**src/rtl/mesh_packet_frame_parser_macros.svh**
```systemverilog
// ----------------------------------------------------------------------------
// Assertion macros for the mesh packet frame parser
// Concurrent assertion shorthands, clocked on a rising edge and disabled
// while the active-low reset is asserted.
// ----------------------------------------------------------------------------
`ifndef MESH_PACKET_FRAME_PARSER_MACROS_SVH
`define MESH_PACKET_FRAME_PARSER_MACROS_SVH

// same-cycle implication
`define MPFP_ASSERT_IMP(lbl, clk, rst_n, ante, cons) \
  lbl: assert property (@(posedge clk) disable iff (!rst_n) (ante) |-> (cons)) \
    else $error("mpfp assertion failed");

// next-cycle implication
`define MPFP_ASSERT_NXT(lbl, clk, rst_n, ante, cons) \
  lbl: assert property (@(posedge clk) disable iff (!rst_n) (ante) |=> (cons)) \
    else $error("mpfp assertion failed");

`endif

```
**src/rtl/mpfp_pkg.sv**
```systemverilog
// ----------------------------------------------------------------------------
// Mesh packet frame parser package
// Shared widths, codes, state structs and the CRC-16 byte update.
// ----------------------------------------------------------------------------
`default_nettype none

package mpfp_pkg;

  localparam int unsigned HeaderBytes = 32;
  localparam int unsigned CountW      = 17;
  localparam int unsigned OffsetW     = 16;
  localparam int unsigned ByteW       = 8;
  localparam int unsigned CrcW        = 16;
  localparam int unsigned NumNames    = 4;
  localparam int unsigned NumBounds   = 6;
  localparam int unsigned CfgIdxW     = 1;
  localparam int unsigned CfgDataW    = 16;

  localparam logic [CountW-1:0] CountMax = {CountW{1'b1}};
  localparam logic [CrcW-1:0]   CrcInit  = 16'hFFFF;
  localparam logic [CrcW-1:0]   CrcPoly  = 16'h1021;
  localparam logic [CrcW-1:0]   CrcMsb   = 16'h8000;

  typedef enum logic [2:0] {
    SecHeader  = 3'd0,
    SecSource  = 3'd1,
    SecDest    = 3'd2,
    SecPrevHop = 3'd3,
    SecNextHop = 3'd4,
    SecPayload = 3'd5,
    SecCrc     = 3'd6,
    SecExcess  = 3'd7
  } section_e;

  typedef enum logic [2:0] {
    StatusOk      = 3'd0,
    StatusShort   = 3'd1,
    StatusMagic   = 3'd2,
    StatusVersion = 3'd3,
    StatusLength  = 3'd4,
    StatusCrc     = 3'd5
  } status_e;

  typedef enum logic [CfgIdxW-1:0] {
    CfgMagicWord       = 1'b0,
    CfgProtocolVersion = 1'b1
  } cfg_idx_e;

  // frame state seen by the tagger; bound[k] is the end of section k+1
  typedef struct packed {
    logic [CountW-1:0]                count;
    logic [CrcW-1:0]                  crc_next;
    logic [ByteW-1:0]                 held1;
    logic                             magic_ok;
    logic                             version_ok;
    logic [NumBounds-1:0][CountW-1:0] bound;
  } frame_state_t;

  typedef struct packed {
    section_e             section;
    logic [OffsetW-1:0]   offset;
    status_e              status;
  } tag_t;

  function automatic logic [CrcW-1:0] crc_feed(input logic [CrcW-1:0] crc,
                                               input logic [ByteW-1:0] b);
    logic [CrcW-1:0] c;
    c = crc ^ {b, 8'h00};
    for (int k = 0; k < 8; k++) begin
      if ((c & CrcMsb) != '0) begin
        c = (c << 1) ^ CrcPoly;
      end else begin
        c = c << 1;
      end
    end
    return c;
  endfunction

endpackage

`default_nettype wire

```
**src/rtl/mpfp_if.sv**
```systemverilog
// ----------------------------------------------------------------------------
// Mesh packet frame parser channels
// Valid/ready channels for received bytes and for tagged results.
// ----------------------------------------------------------------------------
`default_nettype none

interface mpfp_in_if;
  logic                            valid;
  logic                            ready;
  logic [mpfp_pkg::ByteW-1:0]      rx_byte;
  logic                            frame_end;

  modport source (output valid, output rx_byte, output frame_end, input ready);
  modport sink   (input valid, input rx_byte, input frame_end, output ready);
endinterface

interface mpfp_out_if;
  logic                            valid;
  logic                            ready;
  logic [2:0]                      section;
  logic [mpfp_pkg::OffsetW-1:0]    section_offset;
  logic [mpfp_pkg::ByteW-1:0]      byte_value;
  logic                            frame_done;
  logic [2:0]                      status;

  modport source (output valid, output section, output section_offset,
                  output byte_value, output frame_done, output status, input ready);
  modport sink   (input valid, input section, input section_offset,
                  input byte_value, input frame_done, input status, output ready);
endinterface

`default_nettype wire

```
**src/rtl/mpfp_frame_state.sv**
```systemverilog
// ----------------------------------------------------------------------------
// Mesh packet frame parser frame state
// Byte counter, CRC accumulator, two-byte delay line, header field capture
// and registered section bounds.
// ----------------------------------------------------------------------------
`default_nettype none

module mpfp_frame_state (
  input  wire logic                               clk_i,
  input  wire logic                               rst_ni,
  input  wire logic                               step_i,
  input  wire logic [mpfp_pkg::ByteW-1:0]         byte_i,
  input  wire logic                               end_i,
  input  wire logic [mpfp_pkg::CfgDataW-1:0]      magic_word_i,
  input  wire logic [mpfp_pkg::ByteW-1:0]         version_i,
  output mpfp_pkg::frame_state_t                  state_o
);

  localparam int unsigned CW = mpfp_pkg::CountW;

  localparam logic [CW-1:0] MagicHiPos = 17'd0;
  localparam logic [CW-1:0] MagicLoPos = 17'd1;
  localparam logic [CW-1:0] VersionPos = 17'd2;
  localparam logic [CW-1:0] NameLoPos  = 17'd24;
  localparam logic [CW-1:0] NameHiPos  = 17'd27;
  localparam logic [CW-1:0] PayHiPos   = 17'd28;
  localparam logic [CW-1:0] PayLoPos   = 17'd29;
  localparam logic [CW-1:0] CrcStart   = 17'd2;

  logic [CW-1:0]                    count_q, count_d;
  logic [mpfp_pkg::CrcW-1:0]        crc_q, crc_d;
  logic [mpfp_pkg::ByteW-1:0]       held0_q, held1_q;
  logic                             magic_ok_q, magic_ok_d;
  logic                             version_ok_q, version_ok_d;
  logic [mpfp_pkg::NumNames-1:0][mpfp_pkg::ByteW-1:0] len_q, len_d;
  logic [15:0]                      pay_q, pay_d;
  logic [mpfp_pkg::NumBounds-1:0][CW-1:0] bound_q, bound_d;

  always_comb begin
    magic_ok_d   = magic_ok_q;
    version_ok_d = version_ok_q;
    len_d        = len_q;
    pay_d        = pay_q;
    if (count_q == MagicHiPos) begin
      magic_ok_d = (byte_i == magic_word_i[15:8]);
    end else if (count_q == MagicLoPos) begin
      magic_ok_d = magic_ok_q && (byte_i == magic_word_i[7:0]);
    end else if (count_q == VersionPos) begin
      version_ok_d = (byte_i == version_i);
    end else if (count_q >= NameLoPos && count_q <= NameHiPos) begin
      len_d[count_q[1:0]] = byte_i;
    end else if (count_q == PayHiPos) begin
      pay_d[15:8] = byte_i;
    end else if (count_q == PayLoPos) begin
      pay_d[7:0] = byte_i;
    end

    crc_d   = (count_q >= CrcStart) ? mpfp_pkg::crc_feed(crc_q, held0_q) : crc_q;
    count_d = (count_q == mpfp_pkg::CountMax) ? count_q : count_q + 1'b1;
  end

  always_comb begin
    bound_d[0] = CW'(mpfp_pkg::HeaderBytes) + CW'(len_q[0]);
    bound_d[1] = CW'(mpfp_pkg::HeaderBytes) + (CW'(len_q[0]) + CW'(len_q[1]));
    bound_d[2] = bound_d[1] + CW'(len_q[2]);
    bound_d[3] = bound_d[1] + (CW'(len_q[2]) + CW'(len_q[3]));
    bound_d[4] = bound_d[3] + CW'(pay_q);
    bound_d[5] = bound_d[4] + CW'(2);
  end

  always_ff @(posedge clk_i or negedge rst_ni) begin
    if (!rst_ni) begin
      count_q      <= '0;
      crc_q        <= mpfp_pkg::CrcInit;
      held0_q      <= '0;
      held1_q      <= '0;
      magic_ok_q   <= 1'b0;
      version_ok_q <= 1'b0;
      len_q        <= '0;
      pay_q        <= '0;
    end else if (step_i) begin
      if (end_i) begin
        count_q      <= '0;
        crc_q        <= mpfp_pkg::CrcInit;
        held0_q      <= '0;
        held1_q      <= '0;
        magic_ok_q   <= 1'b0;
        version_ok_q <= 1'b0;
        len_q        <= '0;
        pay_q        <= '0;
      end else begin
        count_q      <= count_d;
        crc_q        <= crc_d;
        held0_q      <= held1_q;
        held1_q      <= byte_i;
        magic_ok_q   <= magic_ok_d;
        version_ok_q <= version_ok_d;
        len_q        <= len_d;
        pay_q        <= pay_d;
      end
    end
  end

  // bounds are registered from the lengths and follow them in the next cycle; first use is several bytes later
  always_ff @(posedge clk_i or negedge rst_ni) begin
    if (!rst_ni) begin
      for (int k = 0; k < mpfp_pkg::NumBounds - 1; k++) begin
        bound_q[k] <= CW'(mpfp_pkg::HeaderBytes);
      end
      bound_q[mpfp_pkg::NumBounds-1] <= CW'(mpfp_pkg::HeaderBytes + 2);
    end else begin
      bound_q <= bound_d;
    end
  end

  assign state_o.count      = count_q;
  assign state_o.crc_next   = crc_d;
  assign state_o.held1      = held1_q;
  assign state_o.magic_ok   = magic_ok_q;
  assign state_o.version_ok = version_ok_q;
  assign state_o.bound      = bound_q;

endmodule

`default_nettype wire

```
**src/rtl/mpfp_tagger.sv**
```systemverilog
// ----------------------------------------------------------------------------
// Mesh packet frame parser tagger
// Section, section offset and end-of-frame status for one byte.
// ----------------------------------------------------------------------------
`default_nettype none

module mpfp_tagger (
  input  wire mpfp_pkg::frame_state_t             state_i,
  input  wire logic [mpfp_pkg::ByteW-1:0]         byte_i,
  input  wire logic                               end_i,
  output mpfp_pkg::tag_t                          tag_o
);

  localparam int unsigned CW = mpfp_pkg::CountW;

  logic [CW-1:0] idx;
  logic [CW-1:0] start;
  logic [CW:0]   len;

  assign idx = state_i.count;
  assign len = {1'b0, idx} + 1'b1;

  always_comb begin
    start = '0;
    tag_o.section = mpfp_pkg::SecHeader;
    if (idx < CW'(mpfp_pkg::HeaderBytes)) begin
      tag_o.section = mpfp_pkg::SecHeader;
      start = '0;
    end else if (idx < state_i.bound[0]) begin
      tag_o.section = mpfp_pkg::SecSource;
      start = CW'(mpfp_pkg::HeaderBytes);
    end else if (idx < state_i.bound[1]) begin
      tag_o.section = mpfp_pkg::SecDest;
      start = state_i.bound[0];
    end else if (idx < state_i.bound[2]) begin
      tag_o.section = mpfp_pkg::SecPrevHop;
      start = state_i.bound[1];
    end else if (idx < state_i.bound[3]) begin
      tag_o.section = mpfp_pkg::SecNextHop;
      start = state_i.bound[2];
    end else if (idx < state_i.bound[4]) begin
      tag_o.section = mpfp_pkg::SecPayload;
      start = state_i.bound[3];
    end else if (idx < state_i.bound[5]) begin
      tag_o.section = mpfp_pkg::SecCrc;
      start = state_i.bound[4];
    end else begin
      tag_o.section = mpfp_pkg::SecExcess;
      start = state_i.bound[5];
    end
    tag_o.offset = mpfp_pkg::OffsetW'(idx - start);

    tag_o.status = mpfp_pkg::StatusOk;
    if (end_i) begin
      if (idx < CW'(mpfp_pkg::HeaderBytes + 1)) begin
        tag_o.status = mpfp_pkg::StatusShort;
      end else if (!state_i.magic_ok) begin
        tag_o.status = mpfp_pkg::StatusMagic;
      end else if (!state_i.version_ok) begin
        tag_o.status = mpfp_pkg::StatusVersion;
      end else if (idx == mpfp_pkg::CountMax || len != {1'b0, state_i.bound[5]}) begin
        tag_o.status = mpfp_pkg::StatusLength;
      end else if (state_i.crc_next != {state_i.held1, byte_i}) begin
        tag_o.status = mpfp_pkg::StatusCrc;
      end else begin
        tag_o.status = mpfp_pkg::StatusOk;
      end
    end
  end

endmodule

`default_nettype wire

```
**src/rtl/mesh_packet_frame_parser.sv**
```systemverilog
// ----------------------------------------------------------------------------
// Mesh packet frame parser
// Tags each received frame byte with its section and offset and reports the
// frame status on the final byte.
//
// Bytes enter on in_i (rx_byte, frame_end), one transfer per cycle at most.
// Each byte gives exactly one result on out_o: section, section_offset,
// byte_value, frame_done and status (status is nonzero only with frame_done).
// An accepted byte lands in an input register; the tagger and the CRC update
// sit between that register and the result register; one byte per cycle is
// sustained while out_o.ready stays high.
// Frame state (counter, CRC, header fields) advances when a byte moves from
// the input register to the result register.
// Configuration: cfg_we_i with cfg_idx_i 0 writes magic_word, 1 writes
// protocol_version; write only while no frame byte is in flight.
// Reset clears the frame state and the valid flags of both registers; no clearing pass.
// A stalled receiver holds the result; one more byte is taken into the input
// register, then in_i.ready drops until out_o.ready returns.
// ----------------------------------------------------------------------------
`default_nettype none

`include "mesh_packet_frame_parser_macros.svh"

module mesh_packet_frame_parser (
  input  wire logic                               clk_i,
  input  wire logic                               rst_ni,
  mpfp_in_if.sink                                 in_i,
  mpfp_out_if.source                              out_o,
  input  wire logic                               cfg_we_i,
  input  wire logic [mpfp_pkg::CfgIdxW-1:0]       cfg_idx_i,
  input  wire logic [mpfp_pkg::CfgDataW-1:0]      cfg_wdata_i
);

  logic [mpfp_pkg::CfgDataW-1:0] magic_q;
  logic [mpfp_pkg::ByteW-1:0]    version_q;

  logic                          s1_valid_q;
  logic [mpfp_pkg::ByteW-1:0]    s1_byte_q;
  logic                          s1_end_q;
  logic                          advance;

  logic                          out_valid_q;
  mpfp_pkg::tag_t                tag;
  mpfp_pkg::tag_t                tag_q;
  logic [mpfp_pkg::ByteW-1:0]    out_byte_q;
  logic                          out_done_q;

  mpfp_pkg::frame_state_t        st;

  always_ff @(posedge clk_i or negedge rst_ni) begin
    if (!rst_ni) begin
      magic_q   <= '0;
      version_q <= '0;
    end else if (cfg_we_i) begin
      case (mpfp_pkg::cfg_idx_e'(cfg_idx_i))
        mpfp_pkg::CfgMagicWord:       magic_q   <= cfg_wdata_i;
        mpfp_pkg::CfgProtocolVersion: version_q <= cfg_wdata_i[mpfp_pkg::ByteW-1:0];
        default: ;
      endcase
    end
  end

  assign advance     = s1_valid_q && (!out_valid_q || out_o.ready);
  assign in_i.ready  = !s1_valid_q || advance;

  always_ff @(posedge clk_i or negedge rst_ni) begin
    if (!rst_ni) begin
      s1_valid_q <= 1'b0;
    end else if (in_i.ready) begin
      s1_valid_q <= in_i.valid;
    end
  end

  always_ff @(posedge clk_i) begin
    if (in_i.valid && in_i.ready) begin
      s1_byte_q <= in_i.rx_byte;
      s1_end_q  <= in_i.frame_end;
    end
  end

  mpfp_frame_state u_state (
    .clk_i        (clk_i),
    .rst_ni       (rst_ni),
    .step_i       (advance),
    .byte_i       (s1_byte_q),
    .end_i        (s1_end_q),
    .magic_word_i (magic_q),
    .version_i    (version_q),
    .state_o      (st)
  );

  mpfp_tagger u_tagger (
    .state_i (st),
    .byte_i  (s1_byte_q),
    .end_i   (s1_end_q),
    .tag_o   (tag)
  );

  always_ff @(posedge clk_i or negedge rst_ni) begin
    if (!rst_ni) begin
      out_valid_q <= 1'b0;
    end else if (advance) begin
      out_valid_q <= 1'b1;
    end else if (out_o.ready) begin
      out_valid_q <= 1'b0;
    end
  end

  always_ff @(posedge clk_i) begin
    if (advance) begin
      tag_q      <= tag;
      out_byte_q <= s1_byte_q;
      out_done_q <= s1_end_q;
    end
  end

  assign out_o.valid          = out_valid_q;
  assign out_o.section        = tag_q.section;
  assign out_o.section_offset = tag_q.offset;
  assign out_o.byte_value     = out_byte_q;
  assign out_o.frame_done     = out_done_q;
  assign out_o.status         = tag_q.status;

  `MPFP_ASSERT_IMP(a_ready_stall, clk_i, rst_ni, !in_i.ready, s1_valid_q && out_valid_q && !out_o.ready)
  `MPFP_ASSERT_NXT(a_advance_fills, clk_i, rst_ni, advance, out_valid_q)
  `MPFP_ASSERT_IMP(a_status_only_done, clk_i, rst_ni, out_valid_q && !out_done_q, tag_q.status == mpfp_pkg::StatusOk)
  `MPFP_ASSERT_NXT(a_frame_clears, clk_i, rst_ni, advance && s1_end_q, st.count == '0)

endmodule

`default_nettype wire

```
**src/flat_wrapper.sv**
```systemverilog
// flat-port wrapper written by rule: the top's interface ports become plain ports
module mesh_packet_frame_parser_flat 
  (clk_i, rst_ni, cfg_we_i, cfg_idx_i, cfg_wdata_i, in_i_valid, in_i_rx_byte, in_i_frame_end, in_i_ready, out_o_valid, out_o_section, out_o_section_offset, out_o_byte_value, out_o_frame_done, out_o_status, out_o_ready);
  mpfp_in_if in_i_i ();
  mpfp_out_if out_o_i ();
  input  wire logic clk_i;
  input  wire logic rst_ni;
  input  wire logic cfg_we_i;
  input  wire logic [mpfp_pkg::CfgIdxW-1:0] cfg_idx_i;
  input  wire logic [mpfp_pkg::CfgDataW-1:0] cfg_wdata_i;
  input wire logic [$bits(in_i_i.valid)-1:0] in_i_valid;
  input wire logic [$bits(in_i_i.rx_byte)-1:0] in_i_rx_byte;
  input wire logic [$bits(in_i_i.frame_end)-1:0] in_i_frame_end;
  output wire logic [$bits(in_i_i.ready)-1:0] in_i_ready;
  output wire logic [$bits(out_o_i.valid)-1:0] out_o_valid;
  output wire logic [$bits(out_o_i.section)-1:0] out_o_section;
  output wire logic [$bits(out_o_i.section_offset)-1:0] out_o_section_offset;
  output wire logic [$bits(out_o_i.byte_value)-1:0] out_o_byte_value;
  output wire logic [$bits(out_o_i.frame_done)-1:0] out_o_frame_done;
  output wire logic [$bits(out_o_i.status)-1:0] out_o_status;
  input wire logic [$bits(out_o_i.ready)-1:0] out_o_ready;
  assign in_i_i.valid = in_i_valid;
  assign in_i_i.rx_byte = in_i_rx_byte;
  assign in_i_i.frame_end = in_i_frame_end;
  assign in_i_ready = in_i_i.ready;
  assign out_o_valid = out_o_i.valid;
  assign out_o_section = out_o_i.section;
  assign out_o_section_offset = out_o_i.section_offset;
  assign out_o_byte_value = out_o_i.byte_value;
  assign out_o_frame_done = out_o_i.frame_done;
  assign out_o_status = out_o_i.status;
  assign out_o_i.ready = out_o_ready;
  mesh_packet_frame_parser u_core (.clk_i(clk_i), .rst_ni(rst_ni), .in_i(in_i_i), .out_o(out_o_i), .cfg_we_i(cfg_we_i), .cfg_idx_i(cfg_idx_i), .cfg_wdata_i(cfg_wdata_i));
endmodule
```
**config.mk**
```make
export PLATFORM = sky130hd
export DESIGN_NAME = mesh_packet_frame_parser_flat
export DESIGN_NICKNAME = d
export VERILOG_FILES = /design/src/rtl/mpfp_pkg.sv /design/src/rtl/mpfp_if.sv /design/src/rtl/mpfp_frame_state.sv /design/src/rtl/mpfp_tagger.sv /design/src/rtl/mesh_packet_frame_parser.sv /design/src/flat_wrapper.sv
export VERILOG_INCLUDE_DIRS = /design/src /design/src/rtl
export SDC_FILE = /design/constraint.sdc
export NUM_CORES = 1
export LEC_CHECK = 0
export BUFFER_PORTS_ARGS = -buffer_cell sky130_fd_sc_hd__buf_4
export CORE_MARGIN = 10
export CORE_UTILIZATION = 57
export CTS_BUF_LIST = sky130_fd_sc_hd__clkbuf_8 sky130_fd_sc_hd__clkbuf_16
export DETAILED_ROUTE_END_ITERATION = 8
export PLACE_DENSITY = 0.79
export SETUP_SLACK_MARGIN = 0.02
export SLEW_MARGIN = 20
export SYNTH_ARGS = -nofsm -noshare
export SYNTH_HDL_FRONTEND = slang
export SYNTH_HIERARCHICAL = 1
export SYNTH_SLANG_ARGS = --single-unit
```
**constraint.sdc**
```tcl
create_clock -name clk_i -period 6.5 [get_ports clk_i]
set_input_delay 0.65 -clock clk_i [delete_from_list [all_inputs] [get_ports clk_i]]
set_output_delay 0.65 -clock clk_i [all_outputs]
set_load 0.02 [all_outputs]
```
==> qor_table.md <==
| Quantity | This run | Unit |
|:---|:---|:---|
| Outcome | complete, no violations | - |
| Effective utilization at floorplan | 0.5837 | - |
| Remaining design rule violation count | 0 | - |
| Number of standard cells after synthesis | 1649 | - |
| Uppermost layer routed | met4 | - |
| Data arrival, critical path | 6.11 | ns |
| Most used DFF post-synth | sky130_fd_sc_hd__dfrtp_1 | - |
| H-Tree Level Count | 1 | - |
| Final HPWL from detailed placement | 30.11 | mm |
| Met1 WL | 17.63 | mm |
| N_diodes | 0 | - |
| Final period util | 0.8766 | - |
| Total global-route track usage | 0.2245 | - |
| Final Routed Wirelength | 40.48 | mm |
| Die span in y | 189.4 | um |
| Detail-routed net length per standard cell | 19.17 | um |
| CTS root buf | sky130_fd_sc_hd__clkbuf_16 | - |
| Post-synth cell types | 86 | - |
| Endpoint kind of the worst setup timing path | register | - |
| Final critical delay including setup and external delays | 5.698 | ns |
| Yosys synthesis warning count | 6 | - |
| Setup slack of the most critical reg-to-reg path | 0.80 | ns |
| Die outline area | 0.03586 | mm2 |
| Slew margin rel. | 0.3893 | - |
| Antenna violations before repair | 0 | - |
| Area growth from synthesis to layout | 10.28 | % |
| Via count of the first global-routing pass | 12604 | - |
| Final layout net count | 1922 | - |
| Share of the yosys chip area belonging to registers | 0.3798 | - |
| Routed via count | 12378 | - |
| Maximum fanout count along the critical path | 4 | - |
| Sum of negative setup slack | 0 | ns |
| Largest net degree at the start of global routing | 113 | - |
| Global-route wire length before repair | 66.30 | mm |
| CP Class | reg2reg | - |
| Wire length on met2 | 18.88 | mm |
| Number of setup violations in the final report | 0 | - |
| Latest clock arrival within the worst-skew pair | 0.54 | ns |
| Metal3 WL | 2.724 | mm |
| Setup repair bufs after CTS | 0 | - |
| Most frequent cell on the critical path | sky130_fd_sc_hd__ha_1 | - |
| Clk sinks | 239 | - |
| Maximum capacitance violations | 0 | - |
| Post-CTS clock slew at the launch and capture registers of the worst setup and hold paths | 0.06 | ns |
| Core area | 0.02801 | mm2 |
| Class of the most critical hold timing path | in2async | - |
| Final weighted congestion of routability-driven global placement | 0.9208 | - |
| Hold-fix buffer count after cts | 0 | - |
| Hold Vio Cnt, Final | 0 | - |
| Number of buffers added by the clock tree synthesis step | 26 | - |
| Via density per instance | 5.861 | - |
| Critical path launch point type | register | - |
| Total gr overflow | 0 | - |
| Post-synthesis sequential element count | 239 | - |
| Unrepaired setup endpoints after global routing | false | - |
| Slowest stage cell, crit path | sky130_fd_sc_hd__fa_1 | - |
| Syn Std Cell Area | 0.01635 | mm2 |
| Number of enable flip-flop cells after synthesis | 40 | - |
| Boundary pin count | 64 | - |
| Starting DRC count in detailed routing | 1172 | - |
| Clock tree skew after final layout | 0.01513 | ns |
| Length of the first detailed-routing pass in iterations | 6 | - |
| List of cells traversed by the critical path | ha_1 -> ha_1 -> inv_1 -> fa_1 -> nor2b_1 -> o21ai_0 -> a21boi_0 -> o21ai_0 -> nand2b_1 -> xor2_1 -> fa_1 -> ha_1 -> inv_1 -> o21bai_1 -> a21oi_1 -> xnor2_1 -> ha_1 -> a21oi_1 -> o21ai_2 -> xnor2_1 -> nor3_1 -> and3_1 -> a31o_2 | - |
| Slew at the pin closest to its max-slew limit | 0.9161 | ns |
| Number of gates given a new drive strength after cts | 0 | - |
| Commonest cells after routing, fill and taps aside | sky130_fd_sc_hd__dfrtp_1 (176), sky130_fd_sc_hd__inv_1 (165), sky130_fd_sc_hd__ha_1 (164) | - |
| Layout cells sized above 1 | 0.1355 | - |
| Mean area per synthesized cell | 9.915 | um2 |
| Share of flip-flops with an asynchronous set or reset | 0.8326 | - |
| Horizontal extent of the die | 189.4 | um |
| Data required time at the worst endpoint | 6.92 | ns |
| Maximum root-to-sink buffer count | 3 | - |
| Achievable clock frequency | 175.5 | MHz |
| TritonCTS clock tree | done | - |
| Detail Route Antenna Nets | 0 | - |
| Utilization after layout | 0.6437 | - |
| Most common cell after layout, fill and taps aside | sky130_fd_sc_hd__dfrtp_1 | - |
| Final-report max-slew violation count | 0 | - |
| Buffers on Ports | 63 | - |
| Number of fill cells in the layout | 2186 | - |
| Count of standard-cell rows | 61 | - |
| Slowest Stage Delay on Critical Path | 0.49 | ns |
## worst max-delay path, delay by kind of cell, from the launching register on
kind | cells | cell delay [ns]
buffers and inverters | 2 | 0.12
AO/OA/AOI/OAI | 8 | 1.32
XOR/XNOR | 3 | 1.10
flip-flops | 1 | 0.40
adder cells (fa/ha/maj) | 6 | 2.04
AND/OR/NAND/NOR | 4 | 0.59
## registers in the layout (all words and copies together), names as in the netlist, 8 cells and up
| register | cells |
|---|---|
| u_core/u_state/count_q | 17 |
| u_core/version_q | 8 |
| u_core/u_state/pay_q | 16 |
| u_core/u_state/state_o | 74 |
| u_core/u_state/crc_q | 16 |
| u_core/out_o.byte_value | 8 |
| u_core/u_state/held0_q | 8 |
| u_core/s1_byte_q | 8 |
| u_core/magic_q | 16 |
| u_core/u_state/held1_q | 8 |
| u_core/out_o.section_offset | 16 |
| u_core/u_state/len_q | 32 |
## final timing paths
kind | start | to | cells after the start
setup / recovery | u_core/u_state/len_q[1] | u_core/u_state/state_o[101] | 23
hold / removal | rst_ni | u_core/u_state/state_o[4] | 1
setup reg to reg | u_core/u_state/len_q[1] | u_core/u_state/state_o[101] | 23
hold reg to reg | u_core/u_state/len_q[1] | u_core/u_state/state_o[1] | 0
max in group asynchronous | rst_ni | u_core/u_state/crc_q[0] | 2
min in group clk_i | in_i_rx_byte[6] | u_core/s1_byte_q[6] | 1
## kinds of logic (layout without fill, tap and decap cells)
family / Yosys count / count (layout) / synth area share
AND/OR/NAND/NOR: 393 / 393 / 0.1237
buffers and inverters: 240 / 299 / 0.06474
XOR/XNOR: 149 / 149 / 0.08166
flip-flops: 239 / 239 / 0.3798
adder cells (fa/ha/maj): 177 / 177 / 0.1414
other: 1 / 27 / 0.0002294
AO/OA/AOI/OAI: 355 / 355 / 0.1439
multiplexers: 95 / 95 / 0.06451
## per-layer routing
layer | up-vias | GRT usage
met5 | - | 0
met4 | 0 | 0.07509
met3 | 97 | 0.03877
met2 | 432 | 0.3717
met1 | 5954 | 0.2913
li1 | 5895 | -
## layout make-up
type                    count  area (um2)  share of cell area
well taps                 378       473.0             0.02623
repair buffers             89       674.4             0.03740
multi-input cells        1196        9181              0.5092
clock buffers              32       767.0             0.04254
inverters                 162       608.1             0.03373
flip-flops and latches    239        6210              0.3444
clock inverters            16       116.4            0.006454
## cells in the mapped netlist, drive strengths merged (3+ instances only)
library cell / number / share of area
a2111oi: 3 / 0.0020
a211o: 6 / 0.0032
a211oi: 13 / 0.0075
a21boi: 5 / 0.0023
a21o: 24 / 0.011
a21oi: 92 / 0.029
a22o: 5 / 0.0027
a31oi: 9 / 0.0038
and2: 23 / 0.0088
and3: 16 / 0.0061
and4: 5 / 0.0027
buf: 43 / 0.020
clkbuf: 35 / 0.0080
dfrtp: 176 / 0.27
dfstp: 23 / 0.037
edfxtp: 40 / 0.073
fa: 13 / 0.016
ha: 164 / 0.13
inv: 162 / 0.037
mux2: 53 / 0.039
mux2i: 42 / 0.026
nand2: 106 / 0.024
nand2b: 14 / 0.0054
nand3: 27 / 0.0083
nand3b: 4 / 0.0018
nand4: 18 / 0.0069
nor2: 82 / 0.019
nor2b: 28 / 0.011
nor3: 13 / 0.0040
nor3b: 7 / 0.0032
nor4: 20 / 0.0095
nor4b: 3 / 0.0024
o2111a: 3 / 0.0021
o2111ai: 16 / 0.0086
o211ai: 19 / 0.0090
o21a: 9 / 0.0041
o21ai: 98 / 0.030
o21bai: 5 / 0.0023
o221ai: 3 / 0.0016
o22a: 14 / 0.0075
o22ai: 9 / 0.0034
o311ai: 5 / 0.0038
or3: 21 / 0.0080
xnor2: 83 / 0.045
xor2: 66 / 0.037
## metrics by stage
step                cell area [um2]  setup slack (ns)  instances  hold slack [ns]
finish                        18030            0.8024       2112           0.2407
global route                  18030            0.2788       2112           0.2698
CTS                           18030            0.8154       2112           0.2706
detailed placement            17150            0.8430       2064           0.4154
global placement              17150            0.9899       2064           0.4017
floorplan                     16450             1.472       1675           0.3544
Power is left out: the tool's default activity adds up to more than one toggle a clock period on the data nets, which glitch-free logic cannot reach.
